**src/hw/rtl/brpt_pkg.sv**
```systemverilog
// blob reply parse and track: shared types, constants and helper functions
// used by the controller, datapath and divider; depends on nothing else

package brpt_pkg;

  localparam int POS_W = 7;
  localparam logic [POS_W-1:0] MAX_REPLY_LENGTH = 7'd99;
  localparam logic [7:0] NEWLINE = 8'h0A;
  localparam logic [7:0] NIB_MASK = 8'h0F;

  localparam int EDGE_W = 11;
  localparam int COUNT_W = 15;
  localparam int SERVO_W = 15;
  localparam int SMOOTH_W = 10;
  localparam int DAMP_W = 8;
  localparam int CFG_DATA_W = 15;
  localparam int CFG_INDEX_W = 1;

  localparam logic [CFG_INDEX_W-1:0] CFG_CONFIDENCE = 1'd0;
  localparam logic [CFG_INDEX_W-1:0] CFG_DAMPING = 1'd1;

  localparam logic [COUNT_W-1:0] CONF_RESET = 15'd0;
  localparam logic [DAMP_W-1:0] DAMP_RESET = 8'd4;
  localparam logic [SMOOTH_W-1:0] SMOOTH_X_RESET = 10'd40;
  localparam logic [SMOOTH_W-1:0] SMOOTH_Y_RESET = 10'd32;

  localparam logic [SERVO_W-1:0] OFF_X = 15'd40;
  localparam logic [SERVO_W-1:0] OFF_Y = 15'd254;
  localparam logic [SERVO_W-1:0] MUL_X = 15'd19;
  localparam logic [SERVO_W-1:0] MUL_Y = 15'd23;
  localparam logic [EDGE_W-1:0] LIMIT_X = 11'd81;
  localparam logic [EDGE_W-1:0] LIMIT_Y = 11'd65;

  localparam int DIV_W = 18;
  localparam int DIV_CNT_W = 5;
  localparam logic [DIV_CNT_W-1:0] DIV_LAST = 5'(DIV_W - 1);

  typedef struct packed {
    logic take;
    logic decode;
    logic sum;
    logic div_start;
    logic div_sel_y;
    logic save_x;
    logic save_y;
    logic load_out;
  } cmd_t;

  typedef struct packed {
    logic reply_end;
    logic gate;
    logic div_done;
  } status_t;

  // {kept, slot} for a reply position
  function automatic logic [4:0] slot_of(logic [POS_W-1:0] pos);
    logic [4:0] r;
    r = '0;
    if (pos >= 7'd6 && pos <= 7'd8) begin
      r = {1'b1, 4'(pos - 7'd6)};
    end else if (pos >= 7'd10 && pos <= 7'd12) begin
      r = {1'b1, 4'(pos - 7'd7)};
    end else if (pos >= 7'd14 && pos <= 7'd16) begin
      r = {1'b1, 4'(pos - 7'd8)};
    end else if (pos >= 7'd18 && pos <= 7'd20) begin
      r = {1'b1, 4'(pos - 7'd9)};
    end else if (pos >= 7'd25 && pos <= 7'd28) begin
      r = {1'b1, 4'(pos - 7'd13)};
    end
    return r;
  endfunction

  function automatic logic [EDGE_W-1:0] three_digits(logic [3:0] a, logic [3:0] b,
                                                     logic [3:0] c);
    return EDGE_W'(a) * 11'd100 + EDGE_W'(b) * 11'd10 + EDGE_W'(c);
  endfunction

  function automatic logic [COUNT_W-1:0] four_digits(logic [3:0] a, logic [3:0] b,
                                                     logic [3:0] c, logic [3:0] d);
    return COUNT_W'(a) * 15'd1000 + COUNT_W'(b) * 15'd100 + COUNT_W'(c) * 15'd10
         + COUNT_W'(d);
  endfunction

endpackage

```
**src/hw/rtl/blob_reply_parse_and_track_top.sv**
```systemverilog
// blob reply parse and track: top level joining controller and datapath
// depends on brpt_pkg, brpt_ctrl, brpt_datapath, brpt_div
//
//   channel  handshake              payload
//   in       in_valid / in_ready    rx_byte, new_reply
//   out      out_valid / out_ready  servo_*, track_valid, box_*, pixel_count, centroid_*
//   cfg      cfg_valid / cfg_ready  cfg_index, cfg_data
//
// a byte that does not end a reply is taken while the block stays idle; a
// reply-ending byte is followed by decode and sum and, when the gate passes,
// by the shared divider (18 quotient steps) run for x then y
// one transaction is worked on at a time; the result register frees the
// input side once loaded, and a stalled output holds the block before loading
// synchronous active-high reset clears digits and position and returns centre and config to their reset values

module blob_reply_parse_and_track_top (
  input  logic                               clk,
  input  logic                               rst,
  input  logic                               in_valid,
  output logic                               in_ready,
  input  logic [7:0]                         rx_byte,
  input  logic                               new_reply,
  output logic                               out_valid,
  input  logic                               out_ready,
  output logic [brpt_pkg::SERVO_W-1:0]       servo_horizontal,
  output logic [brpt_pkg::SERVO_W-1:0]       servo_vertical,
  output logic                               track_valid,
  output logic [brpt_pkg::EDGE_W-1:0]        box_left,
  output logic [brpt_pkg::EDGE_W-1:0]        box_right,
  output logic [brpt_pkg::EDGE_W-1:0]        box_top,
  output logic [brpt_pkg::EDGE_W-1:0]        box_bottom,
  output logic [brpt_pkg::COUNT_W-1:0]       pixel_count,
  output logic [brpt_pkg::EDGE_W-1:0]        centroid_x,
  output logic [brpt_pkg::EDGE_W-1:0]        centroid_y,
  input  logic                               cfg_valid,
  output logic                               cfg_ready,
  input  logic [brpt_pkg::CFG_INDEX_W-1:0]   cfg_index,
  input  logic [brpt_pkg::CFG_DATA_W-1:0]    cfg_data
);

  brpt_pkg::cmd_t     cmd;
  brpt_pkg::status_t  status;

  assign cfg_ready = 1'b1;

  brpt_ctrl u_ctrl (
    .clk       (clk),
    .rst       (rst),
    .in_valid  (in_valid),
    .in_ready  (in_ready),
    .out_valid (out_valid),
    .out_ready (out_ready),
    .cmd       (cmd),
    .status    (status)
  );

  brpt_datapath u_datapath (
    .clk              (clk),
    .rst              (rst),
    .cmd              (cmd),
    .status           (status),
    .rx_byte          (rx_byte),
    .new_reply        (new_reply),
    .cfg_we           (cfg_valid && cfg_ready),
    .cfg_index        (cfg_index),
    .cfg_data         (cfg_data),
    .servo_horizontal (servo_horizontal),
    .servo_vertical   (servo_vertical),
    .track_valid      (track_valid),
    .box_left         (box_left),
    .box_right        (box_right),
    .box_top          (box_top),
    .box_bottom       (box_bottom),
    .pixel_count      (pixel_count),
    .centroid_x       (centroid_x),
    .centroid_y       (centroid_y)
  );

endmodule

```
**src/hw/rtl/brpt_div.sv**
```systemverilog
// blob reply parse and track: restoring divider, one quotient bit per cycle
// depends on brpt_pkg

module brpt_div (
  input  logic                             clk,
  input  logic                             rst,
  input  logic                             start,
  input  logic [brpt_pkg::DIV_W-1:0]       dividend,
  input  logic [brpt_pkg::DAMP_W-1:0]      divisor,
  output logic [brpt_pkg::DIV_W-1:0]       quotient,
  output logic                             done
);

  logic                              busy;
  logic [brpt_pkg::DIV_CNT_W-1:0]    cnt;
  logic [brpt_pkg::DAMP_W-1:0]       rem;
  logic [brpt_pkg::DAMP_W-1:0]       dsr;
  logic [brpt_pkg::DAMP_W:0]         rem_shift;
  logic                              fits;

  assign rem_shift = {rem, quotient[brpt_pkg::DIV_W-1]};
  assign fits = rem_shift >= {1'b0, dsr};

  always_ff @(posedge clk) begin
    if (rst) begin
      busy <= 1'b0;
      done <= 1'b0;
      cnt <= '0;
    end else begin
      done <= 1'b0;
      if (start) begin
        busy <= 1'b1;
        cnt <= '0;
      end else if (busy) begin
        cnt <= cnt + 1'b1;
        if (cnt == brpt_pkg::DIV_LAST) begin
          busy <= 1'b0;
          done <= 1'b1;
        end
      end
    end
  end

  always_ff @(posedge clk) begin
    if (start) begin
      quotient <= dividend;
      rem <= '0;
      dsr <= divisor;
    end else if (busy) begin
      if (fits) begin
        rem <= brpt_pkg::DAMP_W'(rem_shift - {1'b0, dsr});
      end else begin
        rem <= rem_shift[brpt_pkg::DAMP_W-1:0];
      end
      quotient <= {quotient[brpt_pkg::DIV_W-2:0], fits};
    end
  end

`ifndef NO_ASSERTIONS
  a_no_restart: assert property (@(posedge clk) disable iff (rst) start |-> !busy)
    else $error("divider started while busy");
`endif

endmodule

```
**src/hw/rtl/brpt_datapath.sv**
```systemverilog
// blob reply parse and track: digit store, reply position, decode, gate,
// smoothing arithmetic and result registers; depends on brpt_pkg, brpt_div

module brpt_datapath (
  input  logic                               clk,
  input  logic                               rst,
  input  brpt_pkg::cmd_t                     cmd,
  output brpt_pkg::status_t                  status,
  input  logic [7:0]                         rx_byte,
  input  logic                               new_reply,
  input  logic                               cfg_we,
  input  logic [brpt_pkg::CFG_INDEX_W-1:0]   cfg_index,
  input  logic [brpt_pkg::CFG_DATA_W-1:0]    cfg_data,
  output logic [brpt_pkg::SERVO_W-1:0]       servo_horizontal,
  output logic [brpt_pkg::SERVO_W-1:0]       servo_vertical,
  output logic                               track_valid,
  output logic [brpt_pkg::EDGE_W-1:0]        box_left,
  output logic [brpt_pkg::EDGE_W-1:0]        box_right,
  output logic [brpt_pkg::EDGE_W-1:0]        box_top,
  output logic [brpt_pkg::EDGE_W-1:0]        box_bottom,
  output logic [brpt_pkg::COUNT_W-1:0]       pixel_count,
  output logic [brpt_pkg::EDGE_W-1:0]        centroid_x,
  output logic [brpt_pkg::EDGE_W-1:0]        centroid_y
);

  logic [brpt_pkg::COUNT_W-1:0]   conf_thr;
  logic [brpt_pkg::DAMP_W-1:0]    damp_div;
  logic [3:0]                     digits [16];
  logic [brpt_pkg::POS_W-1:0]     pos;
  logic [brpt_pkg::SMOOTH_W-1:0]  smoothed_x;
  logic [brpt_pkg::SMOOTH_W-1:0]  smoothed_y;

  logic [brpt_pkg::POS_W-1:0]     pos_base;
  logic [brpt_pkg::POS_W-1:0]     pos_inc;
  logic [4:0]                     slot;

  logic [brpt_pkg::EDGE_W-1:0]    left, right, top, bottom;
  logic [brpt_pkg::COUNT_W-1:0]   count;
  logic [brpt_pkg::SERVO_W-1:0]   servo_h, servo_v;
  logic [brpt_pkg::EDGE_W-1:0]    cx, cy;
  logic                           gate;
  logic [brpt_pkg::DAMP_W-1:0]    d_eff;
  logic [brpt_pkg::DIV_W-1:0]     prod_x, prod_y;
  logic [brpt_pkg::SMOOTH_W-1:0]  qx, qy;

  logic [brpt_pkg::DAMP_W-1:0]    dm1;
  logic [brpt_pkg::EDGE_W:0]      sum_x, sum_y;
  logic [brpt_pkg::DIV_W-1:0]     dividend;
  logic [brpt_pkg::DIV_W-1:0]     quotient;
  logic                           div_done;

  assign pos_base = new_reply ? '0 : pos;
  assign pos_inc = pos_base + 1'b1;
  assign slot = brpt_pkg::slot_of(pos_base);

  assign status.reply_end = (pos_inc >= brpt_pkg::MAX_REPLY_LENGTH)
                         || (rx_byte == brpt_pkg::NEWLINE);
  assign status.gate = gate;
  assign status.div_done = div_done;

  assign dm1 = (damp_div == '0) ? '0 : damp_div - 1'b1;
  assign sum_x = {1'b0, left} + {1'b0, right};
  assign sum_y = {1'b0, top} + {1'b0, bottom};
  assign dividend = cmd.div_sel_y ? brpt_pkg::DIV_W'(cy) + prod_y
                                  : brpt_pkg::DIV_W'(cx) + prod_x;

  brpt_div u_div (
    .clk      (clk),
    .rst      (rst),
    .start    (cmd.div_start),
    .dividend (dividend),
    .divisor  (d_eff),
    .quotient (quotient),
    .done     (div_done)
  );

  // configuration, reply position, digit store and smoothed centre
  always_ff @(posedge clk) begin
    if (rst) begin
      conf_thr <= brpt_pkg::CONF_RESET;
      damp_div <= brpt_pkg::DAMP_RESET;
      pos <= '0;
      smoothed_x <= brpt_pkg::SMOOTH_X_RESET;
      smoothed_y <= brpt_pkg::SMOOTH_Y_RESET;
      for (int i = 0; i < 16; i++) begin
        digits[i] <= '0;
      end
    end else begin
      if (cfg_we) begin
        unique case (cfg_index)
          brpt_pkg::CFG_CONFIDENCE: conf_thr <= cfg_data;
          brpt_pkg::CFG_DAMPING:    damp_div <= cfg_data[brpt_pkg::DAMP_W-1:0];
          default: ;
        endcase
      end
      if (cmd.take) begin
        if (slot[4]) begin
          digits[slot[3:0]] <= rx_byte[3:0] & brpt_pkg::NIB_MASK[3:0];
        end
        pos <= status.reply_end ? '0 : pos_inc;
      end
      if (cmd.load_out && gate) begin
        smoothed_x <= qx;
        smoothed_y <= qy;
      end
    end
  end

  // decode, arithmetic pipeline and result registers
  always_ff @(posedge clk) begin
    if (cmd.decode) begin
      left <= brpt_pkg::three_digits(digits[0], digits[1], digits[2]);
      right <= brpt_pkg::three_digits(digits[3], digits[4], digits[5]);
      top <= brpt_pkg::three_digits(digits[6], digits[7], digits[8]);
      bottom <= brpt_pkg::three_digits(digits[9], digits[10], digits[11]);
      count <= brpt_pkg::four_digits(digits[12], digits[13], digits[14], digits[15]);
      servo_h <= brpt_pkg::OFF_X + brpt_pkg::SERVO_W'(smoothed_x) * brpt_pkg::MUL_X;
      servo_v <= brpt_pkg::OFF_Y + brpt_pkg::SERVO_W'(smoothed_y) * brpt_pkg::MUL_Y;
    end
    if (cmd.sum) begin
      cx <= sum_x[brpt_pkg::EDGE_W:1];
      cy <= sum_y[brpt_pkg::EDGE_W:1];
      gate <= (count > conf_thr) && (right < brpt_pkg::LIMIT_X)
           && (bottom < brpt_pkg::LIMIT_Y);
      d_eff <= (damp_div == '0) ? brpt_pkg::DAMP_W'(1) : damp_div;
      prod_x <= brpt_pkg::DIV_W'(smoothed_x) * brpt_pkg::DIV_W'(dm1);
      prod_y <= brpt_pkg::DIV_W'(smoothed_y) * brpt_pkg::DIV_W'(dm1);
    end
    if (cmd.save_x) begin
      qx <= quotient[brpt_pkg::SMOOTH_W-1:0];
    end
    if (cmd.save_y) begin
      qy <= quotient[brpt_pkg::SMOOTH_W-1:0];
    end
    if (cmd.load_out) begin
      servo_horizontal <= servo_h;
      servo_vertical <= servo_v;
      track_valid <= gate;
      box_left <= left;
      box_right <= right;
      box_top <= top;
      box_bottom <= bottom;
      pixel_count <= count;
      centroid_x <= cx;
      centroid_y <= cy;
    end
  end

`ifndef NO_ASSERTIONS
  a_quot_fits: assert property (@(posedge clk) disable iff (rst)
    (cmd.save_x || cmd.save_y) |-> (quotient[brpt_pkg::DIV_W-1:brpt_pkg::SMOOTH_W] == '0))
    else $error("smoothed centre overflows its width");
  a_centre_hold: assert property (@(posedge clk) disable iff (rst)
    (!rst && !(cmd.load_out && gate)) |=> ($stable(smoothed_x) && $stable(smoothed_y)))
    else $error("smoothed centre changed without a tracking update");
`endif

endmodule

```
**src/hw/rtl/brpt_ctrl.sv**
```systemverilog
// blob reply parse and track: controller state machine sequencing byte
// intake, decode, sum, the two divisions when the gate passes and result hand-off; depends on brpt_pkg

module brpt_ctrl (
  input  logic               clk,
  input  logic               rst,
  input  logic               in_valid,
  output logic               in_ready,
  output logic               out_valid,
  input  logic               out_ready,
  output brpt_pkg::cmd_t     cmd,
  input  brpt_pkg::status_t  status
);

  typedef enum logic [2:0] {
    S_IDLE,
    S_DECODE,
    S_SUM,
    S_DIV_X_START,
    S_DIV_X,
    S_DIV_Y_START,
    S_DIV_Y,
    S_OUT
  } state_t;

  state_t state;

  assign in_ready = (state == S_IDLE);

  always_comb begin
    cmd = '0;
    cmd.take = (state == S_IDLE) && in_valid;
    cmd.decode = (state == S_DECODE);
    cmd.sum = (state == S_SUM);
    cmd.div_start = ((state == S_DIV_X_START) && status.gate) || (state == S_DIV_Y_START);
    cmd.div_sel_y = (state == S_DIV_Y_START);
    cmd.save_x = (state == S_DIV_X) && status.div_done;
    cmd.save_y = (state == S_DIV_Y) && status.div_done;
    cmd.load_out = (state == S_OUT) && (!out_valid || out_ready);
  end

  always_ff @(posedge clk) begin
    if (rst) begin
      state <= S_IDLE;
      out_valid <= 1'b0;
    end else begin
      if (cmd.load_out) begin
        out_valid <= 1'b1;
      end else if (out_ready) begin
        out_valid <= 1'b0;
      end
      unique case (state)
        S_IDLE: begin
          if (in_valid && status.reply_end) begin
            state <= S_DECODE;
          end
        end
        S_DECODE: state <= S_SUM;
        S_SUM: state <= S_DIV_X_START;
        S_DIV_X_START: state <= status.gate ? S_DIV_X : S_OUT;
        S_DIV_X: begin
          if (status.div_done) begin
            state <= S_DIV_Y_START;
          end
        end
        S_DIV_Y_START: state <= S_DIV_Y;
        S_DIV_Y: begin
          if (status.div_done) begin
            state <= S_OUT;
          end
        end
        S_OUT: begin
          if (cmd.load_out) begin
            state <= S_IDLE;
          end
        end
        default: state <= S_IDLE;
      endcase
    end
  end

`ifndef NO_ASSERTIONS
  a_load_sets_valid: assert property (@(posedge clk) disable iff (rst)
    cmd.load_out |=> out_valid)
    else $error("result loaded but not presented");
  a_done_in_div: assert property (@(posedge clk) disable iff (rst)
    status.div_done |-> (state == S_DIV_X || state == S_DIV_Y))
    else $error("divider finished outside a division state");
`endif

endmodule

```
**config.mk**
```make
export PLATFORM = sky130hd
export DESIGN_NAME = blob_reply_parse_and_track_top
export DESIGN_NICKNAME = d
export VERILOG_FILES = /design/src/hw/rtl/brpt_pkg.sv /design/src/hw/rtl/blob_reply_parse_and_track_top.sv /design/src/hw/rtl/brpt_div.sv /design/src/hw/rtl/brpt_datapath.sv /design/src/hw/rtl/brpt_ctrl.sv
export SDC_FILE = /design/constraint.sdc
export NUM_CORES = 1
export LEC_CHECK = 0
export BUFFER_PORTS_ARGS = -buffer_cell sky130_fd_sc_hd__buf_2
export CAP_MARGIN = 20
export CORE_MARGIN = 2
export CORE_UTILIZATION = 41
export DETAILED_ROUTE_END_ITERATION = 6
export PLACE_DENSITY_LB_ADDON = 0.08
export SYNTH_ARGS = -nofsm -noshare
export SYNTH_HDL_FRONTEND = slang
export SYNTH_SLANG_ARGS = --single-unit
```
**constraint.sdc**
```tcl
create_clock -name clk -period 12.7 [get_ports clk]
set_input_delay 0.635 -clock clk [delete_from_list [all_inputs] [get_ports clk]]
set_output_delay 0.635 -clock clk [all_outputs]
set_load 0.05 [all_outputs]
```
==> results.txt <==
----------------------------------------------------
[Yosys]
  Cell Area, Synth ... 30600 um2
  Portion of synthesized cell area occupied by the leading cell type ... a little under two fifths
  Netlist cell types ... 85
  Area share of xor/xnor cells in the synthesized design ... 3.98%
  Syn avg cell area ... ~11 um2
  Area share of fa/ha/maj cells after synthesis ... 25.6%
  Synth warn ... 0
  Post-synthesis instance total ... approximately 2800
  Share of flip-flops with an asynchronous set or reset ... 0%
  Dominant combinational cell family by area after synthesis ... adder cells
  Net count of the mapped netlist ... 3361
  Prevailing post-synth register cell ... sky130_fd_sc_hd__edfxtp_1
  Compound-gate portion of the synthesized area ... 9.32%
  EDFF count, synth ... 378
  Fraction of the mapped netlist area in simple logic gates ... 13.3%
  Synth area leaders ... sky130_fd_sc_hd__edfxtp_1 (37%), sky130_fd_sc_hd__ha_1 (15%), sky130_fd_sc_hd__fa_1 (11%)
  Portion of the post-synthesis area used by sequential elements ... 41.6%
  Post-synthesis register bit count ... 447
  Fraction of synthesized area in multiplexers ... 0.372%
  Yosys top cell by area ... sky130_fd_sc_hd__edfxtp_1

[Global route]
  Via count of the first global-routing pass ... 21053
  Global-route wire length before repair ... 116 mm
  Initial antenna violation count ... 1
  Maximum number of pins on one net before global-route repair ... between 70 and 80
  Global-route usage over all layers ... 19.1%
  Remaining Overflow, GRT ... 0

[Routing]
  Number of DRC violations after detailed routing ... 0
  Detailed-route wire length per cell ... 18.4 um
  Routed Wire Length ... 72.6 mm
  Number of nets with antenna violations after detailed routing ... 0
  Number of DRC violations after detailed-routing iteration 0 ... 982
  Via density ... around 5.2
  Routed vias ... approximately 20000
  First-pass iteration count of the detailed router ... 5

[Timing]
  Final total negative setup slack ... 0 ns
  Worst hold-check slack ... 0.267 ns
  Unrepaired setup endpoints after global routing ... no
  Final critical path time including I/O delays and setup ... 6.22 ns
  Fin Clk Skew ... 0.0176 ns
  # setup viols final ... 0
  Max Slew Vio Count ... 0
  Relative slew margins ... 27.9%
  Period utilization ... 48.9%
  Max frequency ... 161 MHz
  Hold Fails Final Rpt ... 0
  Slew at the pin closest to its max-slew limit ... 1.08 ns

[Pwr]
  Psw ... 0.959 mW
  Fraction of power spent switching nets ... 25.6%
  Combinational group share of total power ... around 15%
  Leakage power of the design ... 14.6 nW
  Seq pwr share ... 43.9%
  Peak VDD IR ... around 0.084 mV
  Fraction of power consumed by the clock network ... roughly 40%
  Power Density ... around 110 nW/um2
  Cell internal pwr ... 2.79 mW

[Worst hold path]
  Worst min-delay path class ... input pin to register

[Clock network]
  Hold-fix buffers, CTS ... 0
  Clock tree from TritonCTS ... built
  Later-pin clock latency in the skew report ... 0.60 ns
  Number of clock sinks seen by CTS ... 447
  Post-cts resize count ... 0
  TritonCTS buffer count ... 54
  Root buffer selected by CTS ... sky130_fd_sc_hd__clkbuf_16
  Buffer depth of the longest clock path ... 3
  H-Tree Depth ... 2
  Post-CTS Repair Setup Buffers ... 0
  Clock slew at the register clock pins of the worst setup and hold paths ... about 0.060 ns

[Die]
  Starting utilization of the core area ... 41.2%
  Die Y ... 277 um
  Placeable core area ... 74200 um2
  Number of rows created at floorplan ... 100
  Die ar. ... 76800 um2
  Die extent in x ... 277 um
  Number of top-level pins ... 145

[Placement]
  Final HPWL DP ... 55.7 mm
  Count of input and output buffers ... 143
  Global placer's final weighted congestion ... around 0.87

[Layout]
  Share of layout cells above drive strength 1 ... 9.84%
  Final-stage net count ... 3501
  Area growth from synthesis to layout ... 11.6%
  Number of antenna repair diodes ... 0

[Critical path]
  CP required ... 13.03 ns
  Launching element type of the critical path ... register
  WS Path Type ... register to register
  Kind of capture point of the worst setup path ... register
  Arrival time at the worst endpoint ... 6.55 ns
  Highest fanout seen on the critical path ... 35

[Status]
  Result of the run ... complete, no violations

[Flow run]
  Max-cap violations ... 0

----------------------------------------------------
-- power by group through the flow --
stage | logic [mW] | registers, mW | clock network (mW)
floorplan | 0.451 | 1.67 | 0
global placement | 0.569 | 1.67 | 0
detailed placement | 0.575 | 1.67 | 0
CTS | 0.583 | 1.64 | 1.58
global route | 0.666 | 1.64 | 1.63
finish | 0.575 | 1.64 | 1.53
-- synthesized netlist by cell type, types with 8 or more instances --
master	count
sky130_fd_sc_hd__a211oi_1	10
sky130_fd_sc_hd__a21boi_0	18
sky130_fd_sc_hd__a21o_1	33
sky130_fd_sc_hd__a21oi_1	131
sky130_fd_sc_hd__a31oi_1	19
sky130_fd_sc_hd__and2_1	104
sky130_fd_sc_hd__and3_1	13
sky130_fd_sc_hd__clkbuf_1	59
sky130_fd_sc_hd__dfxtp_1	69
sky130_fd_sc_hd__edfxtp_1	378
sky130_fd_sc_hd__fa_1	168
sky130_fd_sc_hd__ha_1	358
sky130_fd_sc_hd__inv_1	378
sky130_fd_sc_hd__mux2i_1	8
sky130_fd_sc_hd__nand2_1	225
sky130_fd_sc_hd__nand2b_1	21
sky130_fd_sc_hd__nand3_1	39
sky130_fd_sc_hd__nand4_1	13
sky130_fd_sc_hd__nor2_1	152
sky130_fd_sc_hd__nor2b_1	61
sky130_fd_sc_hd__nor3_1	68
sky130_fd_sc_hd__nor4_1	18
sky130_fd_sc_hd__nor4_4	8
sky130_fd_sc_hd__o211ai_1	13
sky130_fd_sc_hd__o21a_1	21
sky130_fd_sc_hd__o21ai_0	86
sky130_fd_sc_hd__o21bai_1	8
sky130_fd_sc_hd__o311ai_0	9
sky130_fd_sc_hd__o31a_1	9
sky130_fd_sc_hd__or2_1	15
sky130_fd_sc_hd__or3_1	16
sky130_fd_sc_hd__xnor2_1	103
sky130_fd_sc_hd__xor2_1	36
-- metal layers --
metal / vias to the layer above / routed length (um) / track usage (%)
met5: - / 0 / 0
met4: 0 / 1720 / 5.23
met3: 91 / 2750 / 2.51
met2: 348 / 35300 / 33.0
met1: 10021 / 32900 / 25.2
li1: 9946 / - / -
-- area by class of cell --
cell class | count | area, um2
Fill cell | 6968 | 40100
Sequential cell | 447 | 12700
Clock inverter | 22 | 156
Clock buffer | 78 | 1630
Inverter | 386 | 1450
Timing Repair Buffer | 159 | 836
Tap cell | 969 | 1210
Multi-Input combinational cell | 1897 | 16100
-- worst max-delay path, cell delays in order, from the launching register on --
cell	delay [ns]
sky130_fd_sc_hd__dfxtp_1	0.33
sky130_fd_sc_hd__inv_1	0.08
sky130_fd_sc_hd__ha_1	0.14
sky130_fd_sc_hd__nor4b_1	0.52
sky130_fd_sc_hd__and2_1	0.21
sky130_fd_sc_hd__buf_4	0.33
sky130_fd_sc_hd__nor2_1	0.30
sky130_fd_sc_hd__and2_1	0.30
sky130_fd_sc_hd__fa_1	0.35
sky130_fd_sc_hd__inv_1	0.09
sky130_fd_sc_hd__fa_1	0.41
sky130_fd_sc_hd__fa_1	0.47
sky130_fd_sc_hd__fa_1	0.54
sky130_fd_sc_hd__inv_1	0.04
sky130_fd_sc_hd__ha_1	0.33
sky130_fd_sc_hd__o21ai_0	0.11
sky130_fd_sc_hd__o21bai_1	0.13
sky130_fd_sc_hd__a21o_1	0.17
sky130_fd_sc_hd__a21oi_1	0.12
sky130_fd_sc_hd__o211ai_1	0.31
sky130_fd_sc_hd__a2111oi_0	0.18
sky130_fd_sc_hd__or3b_2	0.45
-- flip-flops by register name, summed over array words and instances (netlist names), 15 cells and up --
signal / flops
u_datapath.prod_x: 18
u_datapath.servo_v: 15
u_datapath.servo_horizontal: 15
u_datapath.prod_y: 18
u_datapath.servo_vertical: 15
u_datapath.count: 15
u_datapath.digits: 64
u_datapath.u_div.quotient: 18
u_datapath.pixel_count: 15
u_datapath.servo_h: 15
u_datapath.conf_thr: 15
-- stage by stage --
stage | util [%] | std cells | instance area (um2) | worst slack [ns] | power [mW]
after detailed placement | 43.6 | 3858 | 32400 | 6.55 | 2.25
after CTS | 46.0 | 3958 | 34100 | 6.53 | 3.80
after global placement | 43.6 | 3858 | 32400 | 6.68 | 2.24
after floorplan | - | 2805 | 30600 | 5.32 | 2.12
after global routing | 46.0 | 3958 | 34100 | 6.10 | 3.94
final | 46.0 | 3958 | 34100 | 6.48 | 3.74
-- cell families after synthesis --
kind of cell / count (synthesis)
AOI/OAI and AO/OA: 430
xor gates and xnor gates: 139
and+or+nand+nor: 790
other: 1
adders and majority gates: 526
buffers and inverters: 461
DFF: 447
muxes: 11
-- worst paths after layout --
kind	startpoint	end	slack, ns	depth (start not counted)
min reg2reg	u_datapath.servo_v[6]$_DFFE_PP_	u_datapath.servo_vertical[6]$_DFFE_PP_	0.42	0
min	cfg_data[14]	u_datapath.conf_thr[14]$_SDFFE_PP0P_	0.27	3
max reg2reg	u_datapath.damp_div[0]$_SDFFE_PP0P_	u_datapath.prod_x[16]$_DFFE_PP_	6.48	21
max	u_datapath.damp_div[0]$_SDFFE_PP0P_	u_datapath.prod_x[16]$_DFFE_PP_	6.48	21
-- layout by cell type, fill, tap and decap left out, types with 10 or more instances in the layout --
master / count
sky130_fd_sc_hd__nand3_1: 39
sky130_fd_sc_hd__nor2b_1: 61
sky130_fd_sc_hd__nand2_1: 225
sky130_fd_sc_hd__a211oi_1: 10
sky130_fd_sc_hd__nor4_1: 18
sky130_fd_sc_hd__a21o_1: 33
sky130_fd_sc_hd__nor3_1: 67
sky130_fd_sc_hd__a21boi_0: 18
sky130_fd_sc_hd__clkbuf_1: 10
sky130_fd_sc_hd__o211ai_1: 13
sky130_fd_sc_hd__clkinv_1: 10
sky130_fd_sc_hd__ha_1: 358
sky130_fd_sc_hd__clkinv_2: 10
sky130_fd_sc_hd__or2_1: 15
sky130_fd_sc_hd__fa_1: 168
sky130_fd_sc_hd__a21oi_1: 131
sky130_fd_sc_hd__and3_1: 13
sky130_fd_sc_hd__edfxtp_1: 378
sky130_fd_sc_hd__nor2_1: 151
sky130_fd_sc_hd__o21ai_0: 86
sky130_fd_sc_hd__buf_2: 143
sky130_fd_sc_hd__and2_1: 104
sky130_fd_sc_hd__or3_1: 16
sky130_fd_sc_hd__nand4_1: 13
sky130_fd_sc_hd__dfxtp_1: 69
sky130_fd_sc_hd__a31oi_1: 19
sky130_fd_sc_hd__nand2b_1: 21
sky130_fd_sc_hd__clkbuf_16: 59
sky130_fd_sc_hd__xnor2_1: 103
sky130_fd_sc_hd__xor2_1: 36
sky130_fd_sc_hd__buf_4: 16
sky130_fd_sc_hd__o21a_1: 21
sky130_fd_sc_hd__inv_1: 378
Note: power is estimated with default switching activity, not from simulation.
